==> config.mk <==
export PLATFORM = sky130hd
export DESIGN_NAME = skin_weight_top_k_renormalize
export DESIGN_NICKNAME = d
export VERILOG_FILES = /design/src/hw/rtl/swtk_pkg.sv /design/src/hw/rtl/swtk_cell.sv /design/src/hw/rtl/swtk_div.sv /design/src/hw/rtl/skin_weight_top_k_renormalize.sv
export SDC_FILE = /design/constraint.sdc
export NUM_CORES = 1
export LEC_CHECK = 0
export ABC_AREA = 1
export CAP_MARGIN = 10
export CORE_MARGIN = 4
export CORE_UTILIZATION = 30
export CTS_CLUSTER_SIZE = 24
export DETAILED_ROUTE_END_ITERATION = 12
export DONT_BUFFER_PORTS = 1
export GPL_TIMING_DRIVEN = 0
export MAX_ROUTING_LAYER = met4
export SLEW_MARGIN = 15
export SYNTH_ARGS = -nofsm -noshare
export SYNTH_HDL_FRONTEND = slang
export SYNTH_HIERARCHICAL = 1
export SYNTH_SLANG_ARGS = --single-unit
==> constraint.sdc <==
create_clock -name clk -period 3.5 [get_ports clk]
set_input_delay 0 -clock clk [delete_from_list [all_inputs] [get_ports clk]]
set_output_delay 0 -clock clk [all_outputs]
set_load 0.005 [all_outputs]
==> src/hw/rtl/swtk_pkg.sv <==
// ============================================================================
// swtk_pkg - shared types and constants
// Cell payload, cell control, sequencer states and field widths used by the
// top-k influence selector.
// ============================================================================
package swtk_pkg;

    localparam int KEEP_LIMIT_DEF = 4;
    localparam int JOINT_W        = 8;
    localparam int WEIGHT_W       = 16;
    localparam int SLOT_W         = 4;
    localparam int TDATA_IN_W     = 24;
    localparam int TDATA_OUT_W    = 32;

    localparam logic [WEIGHT_W-1:0] FULL_SCALE = 16'd32768;

    // one entry of the sorted chain
    typedef struct packed {
        logic                valid;
        logic [JOINT_W-1:0]  joint;
        logic [WEIGHT_W-1:0] weight;
    } cell_t;

    // per-cycle command broadcast to every cell
    typedef struct packed {
        logic insert;   // new influence enters the chain
        logic pop;      // head leaves, rest shifts toward the head
    } cell_ctrl_t;

    typedef enum logic [1:0] {
        ST_IDLE,
        ST_HEAD,
        ST_DIV,
        ST_SEND
    } state_t;

endpackage

==> src/hw/rtl/swtk_cell.sv <==
// ============================================================================
// swtk_cell - one slot of the sorted influence chain
// Compares the incoming weight against its own, takes the new entry or its
// upstream neighbor on insert, and takes its downstream neighbor on pop.
// ============================================================================
module swtk_cell (
    input  logic                                clk,
    input  logic                                rst_n,
    input  swtk_pkg::cell_ctrl_t                ctrl,
    input  logic [swtk_pkg::JOINT_W-1:0]        new_joint,
    input  logic [swtk_pkg::WEIGHT_W-1:0]       new_weight,
    input  logic                                ins_prev,   // new entry lands upstream
    input  swtk_pkg::cell_t                     prev_cell,
    input  swtk_pkg::cell_t                     next_cell,
    output logic                                ins_here,   // new entry lands here or upstream
    output swtk_pkg::cell_t                     entry
);
    import swtk_pkg::*;

    cell_t cell_reg;
    cell_t cell_next;

    // strict compare: ties keep arrival order
    assign ins_here = !cell_reg.valid || (new_weight > cell_reg.weight);
    assign entry    = cell_reg;

    always_comb
    begin
        cell_next = cell_reg;
        if (ctrl.insert)
        begin
            if (ins_prev)
                cell_next = prev_cell;
            else if (ins_here)
                cell_next = '{valid: 1'b1, joint: new_joint, weight: new_weight};
        end
        else if (ctrl.pop)
        begin
            cell_next = next_cell;
        end
    end

    always_ff @(posedge clk or negedge rst_n)
    begin
        if (!rst_n)
            cell_reg <= '0;
        else
            cell_reg <= cell_next;
    end

endmodule

==> src/hw/rtl/swtk_div.sv <==
// ============================================================================
// swtk_div - serial weight renormalizer
// Restoring divider, one quotient bit per cycle:
// quotient = floor(dividend * 2^15 / divisor), dividend <= divisor.
// ============================================================================
module swtk_div #(
    parameter int SUM_W = 18
) (
    input  logic                            clk,
    input  logic                            rst_n,
    input  logic                            start,
    input  logic [swtk_pkg::WEIGHT_W-1:0]   dividend,
    input  logic [SUM_W-1:0]                divisor,
    output logic                            done,
    output logic [swtk_pkg::WEIGHT_W-1:0]   quotient
);
    import swtk_pkg::*;

    localparam int STEPS = WEIGHT_W;
    localparam int CNT_W = $clog2(STEPS + 1);

    logic                busy_reg, busy_next;
    logic [CNT_W-1:0]    cnt_reg, cnt_next;
    logic [SUM_W:0]      rem_reg, rem_next;
    logic [WEIGHT_W-1:0] q_reg, q_next;
    logic                ge;
    logic [SUM_W:0]      diff;
    logic [SUM_W:0]      kept;

    assign ge       = rem_reg >= {1'b0, divisor};
    assign diff     = rem_reg - {1'b0, divisor};
    assign kept     = ge ? diff : rem_reg;
    assign done     = busy_reg && (cnt_reg == '0);
    assign quotient = q_reg;

    always_comb
    begin
        busy_next = busy_reg;
        cnt_next  = cnt_reg;
        rem_next  = rem_reg;
        q_next    = q_reg;
        if (start)
        begin
            busy_next = 1'b1;
            cnt_next  = CNT_W'(STEPS);
            rem_next  = {{(SUM_W + 1 - WEIGHT_W){1'b0}}, dividend};
            q_next    = '0;
        end
        else if (busy_reg)
        begin
            if (cnt_reg == '0)
            begin
                busy_next = 1'b0;
            end
            else
            begin
                cnt_next = cnt_reg - 1'b1;
                rem_next = {kept[SUM_W-1:0], 1'b0};
                q_next   = {q_reg[WEIGHT_W-2:0], ge};
            end
        end
    end

    always_ff @(posedge clk or negedge rst_n)
    begin
        if (!rst_n)
        begin
            busy_reg <= 1'b0;
            cnt_reg  <= '0;
        end
        else
        begin
            busy_reg <= busy_next;
            cnt_reg  <= cnt_next;
        end
    end

    always_ff @(posedge clk)
    begin
        rem_reg <= rem_next;
        q_reg   <= q_next;
    end

endmodule

==> src/hw/rtl/skin_weight_top_k_renormalize.sv <==
// ============================================================================
// skin_weight_top_k_renormalize - top-k skinning influences per vertex
// Keeps the KEEP_LIMIT heaviest influences of a vertex in a sorted cell
// chain and emits them, renormalized when influences were dropped.
// ============================================================================
//
// Usage:
//   s_axis carries one influence item per handshake: joint id and Q1.15
//   weight in tdata, tlast marks the vertex's last influence.
//   m_axis returns the kept influences in rank order (slot 0 = heaviest),
//   tlast on the last one of the vertex.
// Throughput / sequencing:
//   A non-final influence is inserted into the chain as it is accepted and
//   s_axis_tready stays high, so influences stream at 1 item per cycle.
//   After the final influence each result is staged in ST_HEAD, and when more
//   than KEEP_LIMIT influences arrived and the kept sum is nonzero it passes
//   through the serial divider in ST_DIV (one quotient bit per cycle), then
//   sits on m_axis in ST_SEND until taken.
// Reset:
//   rst_n clears the chain valid bits, the running sum and the dropped flag;
//   the block is ready for a new vertex right after reset.
// Backpressure:
//   While results are pending s_axis_tready stays low; a stalled m_axis holds
//   its item and the chain until the receiver takes it.
//
module skin_weight_top_k_renormalize #(
    parameter int KEEP_LIMIT = swtk_pkg::KEEP_LIMIT_DEF
) (
    input  logic                               clk,
    input  logic                               rst_n,
    input  logic                               s_axis_tvalid,
    output logic                               s_axis_tready,
    input  logic [swtk_pkg::TDATA_IN_W-1:0]    s_axis_tdata,  // joint_id[7:0], influence[23:8]
    input  logic                               s_axis_tlast,  // vertex_end
    output logic                               m_axis_tvalid,
    input  logic                               m_axis_tready,
    output logic [swtk_pkg::TDATA_OUT_W-1:0]   m_axis_tdata,  // out_joint[7:0], out_weight[23:8],
                                                               // out_slot[27:24], zero[31:28]
    output logic                               m_axis_tlast   // run_end
);
    import swtk_pkg::*;

    // sum of up to KEEP_LIMIT 16-bit weights
    localparam int SUM_W = WEIGHT_W + $clog2(KEEP_LIMIT);

    state_t state_reg, state_next;

    logic s_accept;
    logic m_accept;

    logic [JOINT_W-1:0]  in_joint;
    logic [WEIGHT_W-1:0] in_weight;

    cell_ctrl_t ctrl;
    cell_t      cells [KEEP_LIMIT];
    logic       ins   [KEEP_LIMIT];
    logic       full;
    logic       next_valid;

    logic             ovf_reg, ovf_next;
    logic [SUM_W-1:0] sum_reg, sum_next;
    logic [SUM_W:0]   sum_grow;
    logic [SLOT_W-1:0] slot_reg, slot_next;

    logic [JOINT_W-1:0]  out_joint_reg, out_joint_next;
    logic [WEIGHT_W-1:0] out_weight_reg, out_weight_next;
    logic                run_end_reg, run_end_next;

    logic                div_start;
    logic                div_done;
    logic [WEIGHT_W-1:0] div_q;
    logic [WEIGHT_W-1:0] head_clamped;

    assign in_joint  = s_axis_tdata[JOINT_W-1:0];
    assign in_weight = s_axis_tdata[JOINT_W +: WEIGHT_W];

    assign s_accept = s_axis_tvalid && s_axis_tready;
    assign m_accept = m_axis_tvalid && m_axis_tready;

    assign ctrl.insert = s_accept;
    assign ctrl.pop    = m_accept;

    // ---------------- sorted chain ----------------
    genvar gi;
    generate
        for (gi = 0; gi < KEEP_LIMIT; gi++)
        begin : g_chain
            logic  ins_up;
            cell_t up_cell;
            cell_t down_cell;
            if (gi == 0)
            begin : g_first
                assign ins_up  = 1'b0;
                assign up_cell = '0;
            end
            else
            begin : g_mid
                assign ins_up  = ins[gi-1];
                assign up_cell = cells[gi-1];
            end
            if (gi == KEEP_LIMIT - 1)
            begin : g_last
                assign down_cell = '0;
            end
            else
            begin : g_inner
                assign down_cell = cells[gi+1];
            end

            swtk_cell u_cell (
                .clk        (clk),
                .rst_n      (rst_n),
                .ctrl       (ctrl),
                .new_joint  (in_joint),
                .new_weight (in_weight),
                .ins_prev   (ins_up),
                .prev_cell  (up_cell),
                .next_cell  (down_cell),
                .ins_here   (ins[gi]),
                .entry      (cells[gi])
            );
        end

        if (KEEP_LIMIT > 1)
        begin : g_nv
            assign next_valid = cells[1].valid;
        end
        else
        begin : g_nv1
            assign next_valid = 1'b0;
        end
    endgenerate

    assign full = cells[KEEP_LIMIT-1].valid;

    // running sum: an insert adds the new weight and, when full, drops the tail
    assign sum_grow = {1'b0, sum_reg}
                    + {{(SUM_W + 1 - WEIGHT_W){1'b0}}, in_weight}
                    - (full ? {{(SUM_W + 1 - WEIGHT_W){1'b0}}, cells[KEEP_LIMIT-1].weight}
                            : {(SUM_W + 1){1'b0}});

    // ---------------- renormalizer ----------------
    swtk_div #(
        .SUM_W (SUM_W)
    ) u_div (
        .clk      (clk),
        .rst_n    (rst_n),
        .start    (div_start),
        .dividend (cells[0].weight),
        .divisor  (sum_reg),
        .done     (div_done),
        .quotient (div_q)
    );

    assign head_clamped = (cells[0].weight > FULL_SCALE) ? FULL_SCALE : cells[0].weight;

    // ---------------- sequencer ----------------
    always_comb
    begin
        state_next = state_reg;
        case (state_reg)
            ST_IDLE:
            begin
                if (s_accept && s_axis_tlast)
                    state_next = ST_HEAD;
            end
            ST_HEAD:
            begin
                if (ovf_reg && (sum_reg != '0))
                    state_next = ST_DIV;
                else
                    state_next = ST_SEND;
            end
            ST_DIV:
            begin
                if (div_done)
                    state_next = ST_SEND;
            end
            ST_SEND:
            begin
                if (m_accept)
                    state_next = next_valid ? ST_HEAD : ST_IDLE;
            end
            default:
            begin
                state_next = ST_IDLE;
            end
        endcase
    end

    always_comb
    begin
        s_axis_tready   = (state_reg == ST_IDLE);
        m_axis_tvalid   = (state_reg == ST_SEND);
        div_start       = 1'b0;
        ovf_next        = ovf_reg;
        sum_next        = sum_reg;
        slot_next       = slot_reg;
        out_joint_next  = out_joint_reg;
        out_weight_next = out_weight_reg;
        run_end_next    = run_end_reg;
        case (state_reg)
            ST_IDLE:
            begin
                if (s_accept)
                begin
                    ovf_next = ovf_reg || full;
                    if (ins[KEEP_LIMIT-1])
                        sum_next = sum_grow[SUM_W-1:0];
                end
            end
            ST_HEAD:
            begin
                out_joint_next = cells[0].joint;
                run_end_next   = !next_valid;
                if (ovf_reg && (sum_reg != '0))
                    div_start = 1'b1;
                else
                    out_weight_next = ovf_reg ? '0 : head_clamped;
            end
            ST_DIV:
            begin
                if (div_done)
                    out_weight_next = (div_q > FULL_SCALE) ? FULL_SCALE : div_q;
            end
            ST_SEND:
            begin
                if (m_accept)
                begin
                    if (next_valid)
                    begin
                        slot_next = slot_reg + 1'b1;
                    end
                    else
                    begin
                        slot_next = '0;
                        sum_next  = '0;
                        ovf_next  = 1'b0;
                    end
                end
            end
            default:
            begin
            end
        endcase
    end

    always_ff @(posedge clk or negedge rst_n)
    begin
        if (!rst_n)
        begin
            state_reg <= ST_IDLE;
            ovf_reg   <= 1'b0;
            sum_reg   <= '0;
            slot_reg  <= '0;
        end
        else
        begin
            state_reg <= state_next;
            ovf_reg   <= ovf_next;
            sum_reg   <= sum_next;
            slot_reg  <= slot_next;
        end
    end

    always_ff @(posedge clk)
    begin
        out_joint_reg  <= out_joint_next;
        out_weight_reg <= out_weight_next;
        run_end_reg    <= run_end_next;
    end

    assign m_axis_tdata = {{(TDATA_OUT_W - JOINT_W - WEIGHT_W - SLOT_W){1'b0}},
                           slot_reg, out_weight_reg, out_joint_reg};
    assign m_axis_tlast = run_end_reg;

    // ---------------- checks ----------------
    a_no_overlap: assert property (@(posedge clk) disable iff (!rst_n)
        m_axis_tvalid |-> !s_axis_tready)
        else $error("input taken while results pending");

    a_weight_range: assert property (@(posedge clk) disable iff (!rst_n)
        m_axis_tvalid |-> (out_weight_reg <= FULL_SCALE))
        else $error("output weight above full scale");

    a_drained: assert property (@(posedge clk) disable iff (!rst_n)
        (m_accept && m_axis_tlast) |=> (!cells[0].valid && (sum_reg == '0)))
        else $error("chain not empty after run end");

    a_head_present: assert property (@(posedge clk) disable iff (!rst_n)
        (state_reg == ST_HEAD) |-> cells[0].valid)
        else $error("staging result from empty chain");

    generate
        if (KEEP_LIMIT > 1)
        begin : g_sort_chk
            a_sorted: assert property (@(posedge clk) disable iff (!rst_n)
                cells[1].valid |-> (cells[0].valid && (cells[0].weight >= cells[1].weight)))
                else $error("chain head out of order");
        end
    endgenerate

endmodule

==> key figures <==
Power and ir drop
  – Pwr Density: 1020 nW/µm²
  – Clock power frac: 13.2%
  – Power share of the combinational group: 58.7%
  – Maximum vdd drop: 0.439 mV
  – Leak: 8.41 nW
  – P_sw: 0.00826 W
  – Sequential power share: 28.1%
  – P_int: 0.00840 W
  – Net Sw Frac: 49.6%

STA
  – Worst-margin pin slew: 758 ps
  – Worst rel slew slack: 49.5%
  – Skew final: 14.7 ps
  – Maximum clock frequency: 331 MHz
  – Fin crit period: 3020 ps
  – Hold Vio Cnt, Final: 0
  – RSZ-0062 raised after global routing: false
  – Endpoints failing setup: 0
  – Pins Over Slew Limit: 0
  – Final WS setup: 478 ps
  – Setup TNS: 0 ps
  – Post-route clock period utilization: 86.3%

Critical path
  – Setup CP Type: flop to flop
  – CP delay by family, top: simple AND/OR/NAND/NOR gates
  – Most frequent CP cell: nand2_1
  – WP buf/inv: 3
  – Worst Path Max Fanout: 17
  – CP endpoint kind: flop
  – Max stage delay cell, worst path: dfrtp_1
  – CP arrival: 3360 ps
  – Slowest stage delay, CP: 470 ps
  – Crit start category: flop
  – CP cell instances: clkbuf_2 > nand2_1 > inv_1 > fa_1 > inv_1 > ha_1 > a21oi_1 > nand2_1 > nand2_1 > nand2_1 > nand3b_1 > nand3_1 > nand3_1 > nand2_1
  – WP data required: 3840 ps

Cells and area
  – Fin nets: 2367
  – Largest register FFs: 100
  – Share of layout cells above drive strength 1: 5.66%
  – Area delta synth->final: 13.3%
  – Ant diodes: 0

Clock tree
  – Clock Pin Slew Worst Setup and Hold Paths: 80 ps
  – CTS buffer count: 17
  – Clock sinks: 191
  – Root Buffer: clkbuf_16
  – CTS H-tree lvls: 4
  – CTS tree: done
  – Clock Latency Late Sink: 460 ps
  – Clock Path Buffers: 2

Global routing
  – Largest net degree at the start of global routing: 132
  – GRT Total Usage: 16.9%
  – Initial antenna violation count: 0
  – Via count of the first global-routing pass: 12600
  – First-pass GRT wire length: 67200 µm
  – GR Overflow Total: 0

Detailed routing
  – Via/cell ratio: 4.67
  – Antenna Violating Nets Remaining: 0
  – DRC: 0
  – Via Count: 13300
  – Initial detailed-routing violation count: 895
  – Drt total wl: 41900 µm
  – Drt first pass iters: 5
  – Routed len/inst: 14.8 µm

Place
  – Routability cong.: 0.880
  – Port Buf Inserts: 0
  – DP Worst Slack: 30.0 ps
  – Final HPWL from detailed placement: 32600 µm

Floorplanning
  – Initial Util: 30.3%
  – Die Ht: 228 µm
  – Die width: 228 µm
  – Core area: 47600 µm²
  – Rows: 80
  – Num ports: 64
  – Die area: 51800 µm²

Synthesis
  – Count of unique library cells instantiated by Yosys: 48
  – Avg Inst Size Synth: 6.85 µm²
  – Asr flop ratio synth: 68.6%
  – Yosys warnings: 6
  – Main synth FF type: dfrtp_1
  – Area leader, netlist: dfrtp_1
  – Post-Syn Instances: 2111
  – Flops & latches, synth: 191
  – Top post-synthesis cells by area: dfrtp_1 (23%), nand2_1 (21%), ha_1 (9.3%), nand3_1 (9.2%), edfxtp_1 (8.5%)
  – Post-synth EDFFs: 41
  – Synth top area share: 22.7%
  – Share of the yosys chip area belonging to registers: 33.8%
  – Mapped Area: 14500 µm²

Run
  – Max cap viols: 0

Run status
  – Status: complete, no violations

Hold path
  – Hold Path Class: input pin to asynchronous set/reset pin
[final timing paths]
check | start | to | slack, ps | depth (start not counted)
worst max register to register | g_chain[3].u_cell/entry[24]$_DFFE_PN0P_ | sum_reg[14]$_DFFE_PN0P_ | 480 | 14
worst max-delay path | g_chain[3].u_cell/entry[24]$_DFFE_PN0P_ | sum_reg[14]$_DFFE_PN0P_ | 480 | 14
worst min register to register | g_chain[3].u_cell/entry[19]$_DFFE_PN0P_ | g_chain[3].u_cell/entry[19]$_DFFE_PN0P_ | 480 | 2
worst min-delay path | rst_n | sum_reg[8]$_DFFE_PN0P_ | 220 | 2
max in group asynchronous | rst_n | g_chain[2].u_cell/entry[11]$_DFFE_PN0P_ | 2680 | 2
min in group clk | s_axis_tdata[19] | g_chain[1].u_cell/entry[11]$_DFFE_PN0P_ | 230 | 9
[layout by cell type (no fill, tap or decap), drive strengths merged, types with 17 or more instances in the layout]
| master | n |
|---|---|
| nand2 | 840 |
| inv | 308 |
| nand3 | 274 |
| dfrtp | 131 |
| ha | 108 |
| nor2 | 96 |
| a21oi | 61 |
| conb | 56 |
| buf | 49 |
| o21ai | 47 |
| edfxtp | 41 |
| clkbuf | 39 |
| dlygate4sd3 | 28 |
| o22ai | 22 |
| dfxtp | 19 |
| fa | 17 |
[through the flow]
step | utilization (%) | instances | hold slack (ps) | instance area, µm² | total power, W
after global placement | 32.4 | 2781 | -270 | 15400 | 0.0141
after global routing | 34.4 | 2841 | 290 | 16400 | 0.0184
after CTS | 34.4 | 2842 | 215 | 16400 | 0.0167
after floorplan | - | 2166 | -296 | 14700 | 0.0119
final | 34.4 | 2841 | 215 | 16400 | 0.0167
after detailed placement | 32.4 | 2781 | -269 | 15400 | 0.0144
[power by group through the flow]
| stage | Sequential (W) | Clock, W | Combinational, W |
|---|---|---|---|
| 2_1_floorplan | 0.00423 | 0 | 0.00767 |
| 3_3_place_gp | 0.00469 | 0 | 0.00945 |
| 3_5_place_dp | 0.00472 | 0 | 0.00965 |
| 4_1_cts | 0.00468 | 0.00224 | 0.00979 |
| 5_1_grt | 0.00484 | 0.00232 | 0.0113 |
| 6_report | 0.00468 | 0.00219 | 0.00978 |
[worst register-to-register path, stage by stage (launching register included)]
cell	delay, ps
dfrtp_1	470
clkbuf_2	350
nand2_1	220
inv_1	70
fa_1	470
inv_1	40
ha_1	350
a21oi_1	210
nand2_1	140
nand2_1	80
nand2_1	90
nand3b_1	170
nand3_1	100
nand3_1	90
nand2_1	50
[synth_stat cells (12+ instances only)]
library cell	count
o21ai_0	34
ha_1	108
nand2_1	828
nand4_1	12
clkbuf_1	23
edfxtp_1	41
buf_2	22
o21ai_1	13
o22ai_1	21
nand3_1	267
dfxtp_1	19
a21oi_1	59
inv_1	293
dfrtp_1	131
fa_1	17
nor2_1	87
[layer usage]
layer | global-route usage, % | vias to the layer above | routed length [µm]
li1 | - | 6834 | -
met1 | 22.0 | 6067 | 19100
met2 | 28.1 | 310 | 20200
met3 | 2.48 | 43 | 1980
met4 | 3.88 | 0 | 607
met5 | - | - | 0
[cell families (layout without fill, tap and decap cells)]
family,Yosys count,in the layout,share of synthesized area [%]
flip-flops,191,191,33.8
AND/OR/NAND/NOR,1259,1259,37.2
adder cells (fa/ha/maj),125,125,11.7
other,1,56,0.0259
buffers and inverters,373,433,10.6
XOR/XNOR,13,13,0.788
AO/OA/AOI/OAI,149,149,5.87
[layout make-up]
class	count	area, µm²
tap	615	769
clock inverter	15	221
inverter	302	1130
fill	5069	31300
buffer	70	400
multi-input combinational	1602	8240
timing repair buffer	29	308
clock buffer	17	425
sequential	191	4890
[what timing repair did]
item / CTS / global route
endpoints found under the setup margin: 0 / 10
gates resized for setup: 0 / 2
buffers inserted: 0 / 0
hold buffers: 29 / 0
hold endpoints to repair: 235 / 0
(Power assumes the default switching activity.)
